<file path="src/hw/rtl/etl_pkg.sv">
// ----------------------------------------------------------------------------
// Expression token lexer package
// Request types, token kinds, character constants and character classes.
// ----------------------------------------------------------------------------
package etl_pkg;

  localparam int MAX_TOKEN_CHARS = 32;

  typedef struct packed {
    logic [7:0] ch;
    logic       is_end;
  } in_item_t;

  typedef struct packed {
    logic [2:0] kind;
    logic [7:0] text_char;
    logic       last;
  } out_item_t;

  localparam logic [2:0] KIND_OP      = 3'd0;
  localparam logic [2:0] KIND_INT     = 3'd1;
  localparam logic [2:0] KIND_REAL    = 3'd2;
  localparam logic [2:0] KIND_IDENT   = 3'd3;
  localparam logic [2:0] KIND_UNKNOWN = 3'd4;
  localparam logic [2:0] KIND_END     = 3'd5;

  localparam logic [7:0] CH_HASH    = 8'h23;
  localparam logic [7:0] CH_NL      = 8'h0A;
  localparam logic [7:0] CH_CR      = 8'h0D;
  localparam logic [7:0] CH_TAB     = 8'h09;
  localparam logic [7:0] CH_SPACE   = 8'h20;
  localparam logic [7:0] CH_POINT   = 8'h2E;
  localparam logic [7:0] CH_USCORE  = 8'h5F;
  localparam logic [7:0] CH_LPAREN  = 8'h28;
  localparam logic [7:0] CH_RPAREN  = 8'h29;
  localparam logic [7:0] CH_EQUAL   = 8'h3D;
  localparam logic [7:0] CH_PLUS    = 8'h2B;
  localparam logic [7:0] CH_MINUS   = 8'h2D;
  localparam logic [7:0] CH_STAR    = 8'h2A;
  localparam logic [7:0] CH_SLASH   = 8'h2F;
  localparam logic [7:0] CH_PERCENT = 8'h25;
  localparam logic [7:0] CH_CARET   = 8'h5E;
  localparam logic [7:0] CH_SEMI    = 8'h3B;
  localparam logic [7:0] CH_COMMA   = 8'h2C;
  localparam logic [7:0] CH_COLON   = 8'h3A;
  localparam logic [7:0] CH_0       = 8'h30;
  localparam logic [7:0] CH_9       = 8'h39;
  localparam logic [7:0] CH_LA      = 8'h61;
  localparam logic [7:0] CH_LZ      = 8'h7A;
  localparam logic [7:0] CH_UA      = 8'h41;
  localparam logic [7:0] CH_UZ      = 8'h5A;

  function automatic logic is_letter(input logic [7:0] c);
    return (c >= CH_LA && c <= CH_LZ) || (c >= CH_UA && c <= CH_UZ);
  endfunction

  function automatic logic is_numchar(input logic [7:0] c);
    return (c >= CH_0 && c <= CH_9) || c == CH_POINT;
  endfunction

  function automatic logic is_idchar(input logic [7:0] c);
    return is_letter(c) || is_numchar(c) || c == CH_USCORE;
  endfunction

  function automatic logic is_blank(input logic [7:0] c);
    return c == CH_SPACE || c == CH_TAB || c == CH_NL || c == CH_CR;
  endfunction

  function automatic logic is_operator(input logic [7:0] c);
    return c == CH_LPAREN || c == CH_RPAREN || c == CH_EQUAL || c == CH_PLUS ||
           c == CH_MINUS  || c == CH_STAR   || c == CH_SLASH || c == CH_PERCENT ||
           c == CH_CARET  || c == CH_SEMI   || c == CH_COMMA || c == CH_COLON;
  endfunction

endpackage

</file>
<file path="src/hw/rtl/expression_token_lexer.sv">
// ----------------------------------------------------------------------------
// Expression token lexer
// Cuts a character stream into operator, number, identifier, unknown and end tokens.
// ----------------------------------------------------------------------------
// A character that is skipped, opens or extends a token, or is a one-character
// token is taken in the idle state. A character that ends a buffered token waits
// while the token is read out of the buffer memory one character per cycle
// through its single read port, when the output is not stalled, and is then
// handled itself in the tail state. End of input behaves in the same way and
// is followed by the end token. Results are held in an output register, so a
// stalled result delays the next request by the length of the stall.
module expression_token_lexer #(
  parameter int TOKEN_CHARS = etl_pkg::MAX_TOKEN_CHARS
) (
  input  logic               clk,
  input  logic               rst_n,
  input  logic               in_valid,
  output logic               in_stall,
  input  etl_pkg::in_item_t  in_data,
  output logic               out_valid,
  input  logic               out_stall,
  output etl_pkg::out_item_t out_data
);
  import etl_pkg::*;

  localparam int LEN_W = $clog2(TOKEN_CHARS + 1);
  localparam int AW    = $clog2(TOKEN_CHARS);

  logic          wr_en, rd_en;
  logic [AW-1:0] wr_addr, rd_addr;
  logic [7:0]    wr_data, rd_data;

  etl_ctrl #(
    .TOKEN_CHARS (TOKEN_CHARS),
    .LEN_W       (LEN_W),
    .AW          (AW)
  ) u_ctrl (
    .clk       (clk),
    .rst_n     (rst_n),
    .in_valid  (in_valid),
    .in_stall  (in_stall),
    .in_data   (in_data),
    .out_valid (out_valid),
    .out_stall (out_stall),
    .out_data  (out_data),
    .wr_en     (wr_en),
    .wr_addr   (wr_addr),
    .wr_data   (wr_data),
    .rd_en     (rd_en),
    .rd_addr   (rd_addr),
    .rd_data   (rd_data)
  );

  etl_tokbuf #(
    .DEPTH (TOKEN_CHARS),
    .AW    (AW)
  ) u_tokbuf (
    .clk     (clk),
    .wr_en   (wr_en),
    .wr_addr (wr_addr),
    .wr_data (wr_data),
    .rd_en   (rd_en),
    .rd_addr (rd_addr),
    .rd_data (rd_data)
  );

endmodule

</file>
<file path="src/hw/rtl/etl_tokbuf.sv">
// ----------------------------------------------------------------------------
// Token buffer
// Single-port-write, single-port-read character store with registered read.
// ----------------------------------------------------------------------------
module etl_tokbuf #(
  parameter int DEPTH = 32,
  parameter int AW    = 5
) (
  input  logic          clk,
  input  logic          wr_en,
  input  logic [AW-1:0] wr_addr,
  input  logic [7:0]    wr_data,
  input  logic          rd_en,
  input  logic [AW-1:0] rd_addr,
  output logic [7:0]    rd_data
);

  logic [7:0] mem [DEPTH];
  logic [7:0] rd_data_r;

  always_ff @(posedge clk) begin
    if (wr_en) begin
      mem[wr_addr] <= wr_data;
    end
    if (rd_en) begin
      rd_data_r <= mem[rd_addr];
    end
  end

  assign rd_data = rd_data_r;

endmodule

</file>
<file path="src/hw/rtl/etl_ctrl.sv">
// ----------------------------------------------------------------------------
// Lexer control
// Scan state, token length and the sequencer that drains the token buffer.
// ----------------------------------------------------------------------------
module etl_ctrl #(
  parameter int TOKEN_CHARS = etl_pkg::MAX_TOKEN_CHARS,
  parameter int LEN_W       = 6,
  parameter int AW          = 5
) (
  input  logic               clk,
  input  logic               rst_n,
  input  logic               in_valid,
  output logic               in_stall,
  input  etl_pkg::in_item_t  in_data,
  output logic               out_valid,
  input  logic               out_stall,
  output etl_pkg::out_item_t out_data,
  output logic               wr_en,
  output logic [AW-1:0]      wr_addr,
  output logic [7:0]         wr_data,
  output logic               rd_en,
  output logic [AW-1:0]      rd_addr,
  input  logic [7:0]         rd_data
);
  import etl_pkg::*;

  typedef enum logic [1:0] {S_IDLE, S_FLUSH, S_TAIL} state_t;
  typedef enum logic [1:0] {M_IDLE, M_COMMENT, M_NUMBER, M_IDENT} mode_t;

  localparam logic [LEN_W-1:0] MAX_LEN = LEN_W'(TOKEN_CHARS);

  state_t           state_r, state_nxt;
  mode_t            mode_r, mode_nxt;
  logic [LEN_W-1:0] len_r, len_nxt;
  logic             seen_r, seen_nxt;
  logic [AW-1:0]    idx_r, idx_nxt;
  logic [7:0]       ch_r, ch_nxt;
  logic             end_r, end_nxt;
  logic             out_valid_r, out_valid_nxt;
  out_item_t        out_data_r, out_data_nxt;

  logic       accept, slot_free, open_tok, cont, do_handle, is_last;
  logic [7:0] sel_ch;
  logic       sel_end;

  assign slot_free = !out_valid_r || !out_stall;
  assign in_stall  = (state_r != S_IDLE) || !slot_free;
  assign accept    = in_valid && !in_stall;
  assign open_tok  = (mode_r == M_NUMBER) || (mode_r == M_IDENT);
  assign cont      = (mode_r == M_NUMBER) ? is_numchar(in_data.ch) : is_idchar(in_data.ch);
  assign is_last   = (LEN_W'(idx_r) + LEN_W'(1)) == len_r;
  assign sel_ch    = (state_r == S_IDLE) ? in_data.ch : ch_r;
  assign sel_end   = (state_r == S_IDLE) ? in_data.is_end : end_r;

  always_comb begin
    state_nxt     = state_r;
    mode_nxt      = mode_r;
    len_nxt       = len_r;
    seen_nxt      = seen_r;
    idx_nxt       = idx_r;
    ch_nxt        = ch_r;
    end_nxt       = end_r;
    out_valid_nxt = out_valid_r && out_stall;
    out_data_nxt  = out_data_r;
    wr_en         = 1'b0;
    wr_addr       = len_r[AW-1:0];
    wr_data       = sel_ch;
    rd_en         = 1'b0;
    rd_addr       = '0;
    do_handle     = 1'b0;

    case (state_r)
      S_IDLE: begin
        if (accept) begin
          ch_nxt  = in_data.ch;
          end_nxt = in_data.is_end;
          if (in_data.is_end) begin
            if (open_tok) begin
              rd_en     = 1'b1;
              idx_nxt   = '0;
              state_nxt = S_FLUSH;
            end else begin
              do_handle = 1'b1;
            end
          end else if (mode_r == M_COMMENT) begin
            if (in_data.ch == CH_NL) begin
              mode_nxt = M_IDLE;
            end
          end else if (open_tok) begin
            if (cont && len_r < MAX_LEN) begin
              wr_en   = 1'b1;
              len_nxt = len_r + LEN_W'(1);
              if (mode_r == M_NUMBER && in_data.ch == CH_POINT) begin
                seen_nxt = 1'b1;
              end
            end else begin
              // The character ends the open token; it is handled once the token is out.
              rd_en     = 1'b1;
              idx_nxt   = '0;
              state_nxt = S_FLUSH;
            end
          end else begin
            do_handle = 1'b1;
          end
        end
      end
      S_FLUSH: begin
        if (slot_free) begin
          out_valid_nxt          = 1'b1;
          out_data_nxt.kind      = (mode_r == M_NUMBER) ? (seen_r ? KIND_REAL : KIND_INT)
                                                        : KIND_IDENT;
          out_data_nxt.text_char = rd_data;
          out_data_nxt.last      = is_last;
          if (is_last) begin
            mode_nxt  = M_IDLE;
            len_nxt   = '0;
            seen_nxt  = 1'b0;
            state_nxt = S_TAIL;
          end else begin
            idx_nxt = idx_r + AW'(1);
            rd_en   = 1'b1;
            rd_addr = idx_r + AW'(1);
          end
        end
      end
      S_TAIL: begin
        do_handle = 1'b1;
      end
      default: begin
        state_nxt = S_IDLE;
      end
    endcase

    // Treatment of a character with no token open, or of end of input.
    if (do_handle) begin
      if (sel_end) begin
        mode_nxt = M_IDLE;
        len_nxt  = '0;
        seen_nxt = 1'b0;
      end
      if (sel_end || is_operator(sel_ch) || !(is_blank(sel_ch) || sel_ch == CH_HASH ||
          is_numchar(sel_ch) || is_letter(sel_ch))) begin
        if (slot_free) begin
          out_valid_nxt          = 1'b1;
          out_data_nxt.kind      = sel_end ? KIND_END :
                                   (is_operator(sel_ch) ? KIND_OP : KIND_UNKNOWN);
          out_data_nxt.text_char = sel_end ? 8'h00 : sel_ch;
          out_data_nxt.last      = 1'b1;
          state_nxt              = S_IDLE;
        end
      end else begin
        state_nxt = S_IDLE;
        if (sel_ch == CH_HASH) begin
          mode_nxt = M_COMMENT;
        end else if (is_numchar(sel_ch) || is_letter(sel_ch)) begin
          wr_en    = 1'b1;
          wr_addr  = '0;
          mode_nxt = is_numchar(sel_ch) ? M_NUMBER : M_IDENT;
          len_nxt  = LEN_W'(1);
          seen_nxt = (sel_ch == CH_POINT);
        end
      end
    end
  end

  always_ff @(posedge clk) begin
    if (!rst_n) begin
      state_r     <= S_IDLE;
      mode_r      <= M_IDLE;
      len_r       <= '0;
      seen_r      <= 1'b0;
      out_valid_r <= 1'b0;
    end else begin
      state_r     <= state_nxt;
      mode_r      <= mode_nxt;
      len_r       <= len_nxt;
      seen_r      <= seen_nxt;
      out_valid_r <= out_valid_nxt;
    end
    idx_r      <= idx_nxt;
    ch_r       <= ch_nxt;
    end_r      <= end_nxt;
    out_data_r <= out_data_nxt;
  end

  assign out_valid = out_valid_r;
  assign out_data  = out_data_r;

endmodule
</file>
<file path="config.mk">
export PLATFORM = sky130hd
export DESIGN_NAME = expression_token_lexer
export DESIGN_NICKNAME = d
export VERILOG_FILES = /design/src/hw/rtl/etl_pkg.sv /design/src/hw/rtl/expression_token_lexer.sv /design/src/hw/rtl/etl_tokbuf.sv /design/src/hw/rtl/etl_ctrl.sv
export SDC_FILE = /design/constraint.sdc
export NUM_CORES = 1
export LEC_CHECK = 0
export BUFFER_PORTS_ARGS = -buffer_cell sky130_fd_sc_hd__clkbuf_2
export CAP_MARGIN = 10
export CORE_AREA = 5 5 175 177
export DETAILED_ROUTE_END_ITERATION = 10
export DIE_AREA = 0 0 180 182
export PLACE_DENSITY = 0.71
export SKIP_CTS_REPAIR_TIMING = 1
export SYNTH_ARGS = -nofsm -noshare
export SYNTH_HDL_FRONTEND = slang
export SYNTH_HIERARCHICAL = 1
export SYNTH_SLANG_ARGS = --single-unit
</file>
<file path="constraint.sdc">
create_clock -name clk -period 3.36 [get_ports clk]
set_input_delay 0.168 -clock clk [delete_from_list [all_inputs] [get_ports clk]]
set_output_delay 0.168 -clock clk [all_outputs]
set_load 0.03 [all_outputs]
</file>
==> flow_summary_export.csv <==
group,metric,value,unit
outcome,run_status,"finished, violations left",
outcome,violations,"hold timing, setup timing",
place,dp_hpwl,19200,um
sta,grt_setup_unrepaired,"true",
min_path,min-delay-start,"in_data[1]",
clock_tree,clk-insertion-delay-late,0.55,ns
floorplan,fp.dieArea,0.0328,mm^2
floorplan,std_cell_rows,63,
drt,drt_iter0_markers,773,
logic_synthesis,synth_most_common_cell,"edfxtp_1",
global_route,grt_pass1_wl,44400,um
power_and_ir_drop,power_report.internal_total,6.16,mW
logic_synthesis,post-synth-top-area-cell,"edfxtp_1",
logic_synthesis,dominantRegCellSynth,"edfxtp_1",
layout,syn2layout_area_growth,24.8,%
floorplan,core,0.0291,mm^2
logic_synthesis,number_of_instances_in_the_synthesized_netlist,723,
layout,antenna_cells,0,
place,dpl-instance-area,0.0143,mm^2
layout,fillCellCount,2186,
drt,remaining_drc_errors,0,
sta,min_period_over_period,104,%
place,dpl.cell_count,1220,
layout,design_area,0.0159,mm^2
logic_synthesis,synth.ff_latch_count,302,
drt,postRouteWirelength,30400,um
drt,routedWlPerCell,23.4,um
power_and_ir_drop,p_total,7.82,mW
setup_path,worst_r2r_endpoint,"u_tokbuf/rd_data[2]$_DFFE_PP_",
drt,route.vias.total,7567,
drt,avgViaCountPerCell,5.83,
min_path,worst_hold_path.endpoint,"u_ctrl/ch_r[0]$_DFFE_PP_",
clock_tree,htreeDepth,1,
floorplan,initial_core_util,43.9,%
setup_path,timing.critical_path.from_type,"flip-flop",
logic_synthesis,synthTopCellsByCount,"edfxtp_1 (278), mux4_2 (80), nor2_1 (52)",
power_and_ir_drop,leakage,5.19,nW
setup_path,worst_r2r_path_cells,12,
logic_synthesis,yosysSeqAreaShare,69.2,%
floorplan,chipHeight,182,um
sta,layout_setup_ws,-0.130,ns
place,routabilityCongestion,0.896,
clock_tree,cts.reportedPaths.clkPinSlew,0.06,ns
sta,slew_at_the_pin_closest_to_its_max_slew_limit,0.993,ns
sta,timing.hold.ws,-0.00492,ns
global_route,grt_util_all_layers,17.4,%
clock_tree,root_buffer_cell,"clkbuf_16",
layout,final-instance-count-excl-fill,1298,
sta,timing_max_transition_violations_final,0,
setup_path,critical_path.endpoint_type,"flip-flop",
min_path,min_delay_path_depth,2,
power_and_ir_drop,seq_power_share,53.7,%
setup_path,critical_path_cell_list,"buf_6 -> a31oi_1 -> a211oi_1 -> a211o_1 -> a211o_1 -> nand2_2 -> nor2_4 -> buf_12 -> clkbuf_16 -> mux4_2 -> mux4_2 -> mux2_2",
floorplan,i_o_pins,27,
logic_synthesis,synth_top_cell_area_share,65.4,%
power_and_ir_drop,net-switching-power,1.67,mW
drt,drtPass1Iterations,5,
logic_synthesis,synth_cell_type_count,75,
floorplan,die_width,180,um
setup_path,critical_path_arrival,3.79,ns
global_route,globalRouteOverflowTotal,0,
flow_run,drv.max_cap_violation_count,0,
sta,report.final.hold_viol_count,1,
power_and_ir_drop,power_frac_clock,40.2,%
logic_synthesis,asyncSetResetFlopFracSynth,0,%
logic_synthesis,synthTopCellsByArea,"edfxtp_1 (65%), mux4_2 (14%), dfxtp_1 (3.8%), nor2_1 (1.5%), mux2i_1 (0.86%)",
clock_tree,max-clock-path-buffers,3,
power_and_ir_drop,p_comb_share,6.1,%
global_route,grt_start_max_net_pins,34,
setup_path,crit_path_top_delay_cell,"mux4_2",
setup_path,critical-path-max-stage-delay,0.54,ns
sta,finalSetupViolations,115,
clock_tree,cts_tree,"built",
sta,clock_skew,0.0122,ns
logic_synthesis,syn_avg_cell_area,17.6,um^2
logic_synthesis,yosysWarnings,6,
clock_tree,cts.sink_count,302,
layout,post_route_cells_drive_above_1_share,40.4,%
drt,antenna_violating_nets_post_route,0,
sta,max-slew-margin-rel,33.8,%
clock_tree,number_of_cts_inserted_buffers,30,
setup_path,crit_path_max_fanout,8,
setup_path,register_to_register_path_setup_slack,-0.13,ns
setup_path,crit_path_required_time,3.66,ns
setup_path,path_class,"reg -> reg",
global_route,grt_antenna_before_repair,0,
sta,finalWorstPathRequiredPeriod,3.49,ns
logic_synthesis,syn_nets,738,
logic_synthesis,synth-edff-count,278,
place,numPortBuffers,26,
setup_path,regToRegStartpoint,"u_ctrl/idx_r[1]$_SDFFCE_PN0P_",
global_route,vias_in_the_first_global_route,7242,
min_path,min-delay-path-class,"in -> reg",
power_and_ir_drop,switching_share,21.3,%
logic_synthesis,mappedNetlistArea,0.0128,mm^2
power_and_ir_drop,ir_drop,0.000381,V
layout,nets,902,
sta,fmax,287,MHz
power_and_ir_drop,power-per-cell-area,491,mW/mm^2
critical path: cells and delay by family, from the launching register on:
| family | cells | cell delay, ns |
|---|---|---|
| multiplexers | 3 | 1.29 |
| AO/OA/AOI/OAI | 4 | 0.82 |
| buffers and inverters | 3 | 0.49 |
| AND/OR/NAND/NOR | 2 | 0.18 |
| flip-flops | 1 | 0.45 |
how the worst max path moves through the flow:
stage | from | end | slack (ns)
3_5_place_dp | u_ctrl/state_r[0]$_SDFF_PN0_ | u_tokbuf/mem[17][5]$_DFFE_PP_ | -0.21
6_report | u_ctrl/idx_r[1]$_SDFFCE_PN0P_ | u_tokbuf/rd_data[2]$_DFFE_PP_ | -0.13
2_1_floorplan | u_ctrl/state_r[1]$_SDFF_PN0_ | u_tokbuf/mem[3][0]$_DFFE_PP_ | -0.07
3_3_place_gp | u_ctrl/state_r[0]$_SDFF_PN0_ | u_tokbuf/mem[0][5]$_DFFE_PP_ | -0.17
5_1_grt | u_ctrl/idx_r[0]$_SDFFCE_PN0P_ | u_tokbuf/rd_data[2]$_DFFE_PP_ | -0.24
4_1_cts | u_ctrl/state_r[0]$_SDFF_PN0_ | u_tokbuf/mem[28][6]$_DFFE_PP_ | -0.23
power by group through the flow:
stage / Combinational [mW] / Clock, mW / Sequential, mW
CTS: 0.449 / 3.18 / 4.20
global placement: 0.441 / 0 / 4.28
floorplan: 0.209 / 0 / 4.32
finish: 0.481 / 3.14 / 4.20
detailed placement: 0.447 / 0 / 4.28
global route: 0.514 / 3.36 / 4.20
routing by layer:
metal	routed length [um]	part of all wire, %	vias up	track usage, %
met3	2010	6.6	40	2.24
li1	-	-	3285	-
met5	0	0	-	0
met4	558	1.8	0	3.96
met1	12800	42	3931	25.4
met2	15100	50	311	28.4
registers in the layout, summed over array words and instances (netlist names):
| name | count |
|---|---|
| u_ctrl/mode_r | 2 |
| u_ctrl/end_r | 1 |
| u_ctrl/out_data | 12 |
| u_tokbuf/rd_data | 8 |
| u_ctrl/ch_r | 8 |
| u_ctrl/idx_r | 5 |
| u_ctrl/state_r | 2 |
| u_ctrl/seen_r | 1 |
| u_ctrl/out_valid | 1 |
| u_tokbuf/mem | 256 |
| u_ctrl/len_r | 6 |
layout make-up:
type	count	area, um^2	share of cell area [%]
clock inverter	16	121	0.762
sequential	302	8830	55.5
timing repair buffer	169	1580	9.92
clock buffer	37	798	5.01
multi-input combinational	367	4040	25.4
tap	390	488	3.06
inverter	17	66.3	0.416
cells by family after synthesis:
kind of cell               count (synthesis)  synth area share [%]
DFF                                      302                  69.2
buffers and inverters                     54                  2.14
xor gates and xnor gates                   6                 0.412
and+or+nand+nor                          170                  7.27
adders and majority gates                  2                 0.196
muxes                                    101                  15.9
AOI/OAI and AO/OA                         88                  4.88
cell usage in the layout (no fill, tap or decap), drive strengths merged, types with 5 or more instances in the layout:
| master | instances |
|---|---|
| clkbuf | 68 |
| o22ai | 11 |
| nor2 | 54 |
| dlygate4sd3 | 8 |
| nand2 | 29 |
| and2 | 7 |
| inv | 17 |
| mux2 | 9 |
| nand3 | 15 |
| nand3b | 6 |
| buf | 130 |
| nand4 | 6 |
| dfxtp | 24 |
| a31oi | 15 |
| mux4 | 80 |
| edfxtp | 278 |
| o21ai | 17 |
| a21oi | 12 |
| mux2i | 12 |
| nor4 | 5 |
| clkinv | 12 |
| nor4b | 5 |
| nor3 | 7 |
stage by stage:
step                      hold WS [ns]  worst slack [ns]  utilization [%]  setup TNS, ns
after floorplan                  0.267           -0.0735                -          -3.79
after global placement           0.414            -0.167             49.2         -21.85
after detailed placement         0.411            -0.208             49.2         -31.85
after CTS                       -0.162            -0.233             52.4         -38.18
after global routing          0.000920            -0.239             54.8         -20.13
final                         -0.00492            -0.130             54.8          -7.77
(Power assumes the default switching activity.)
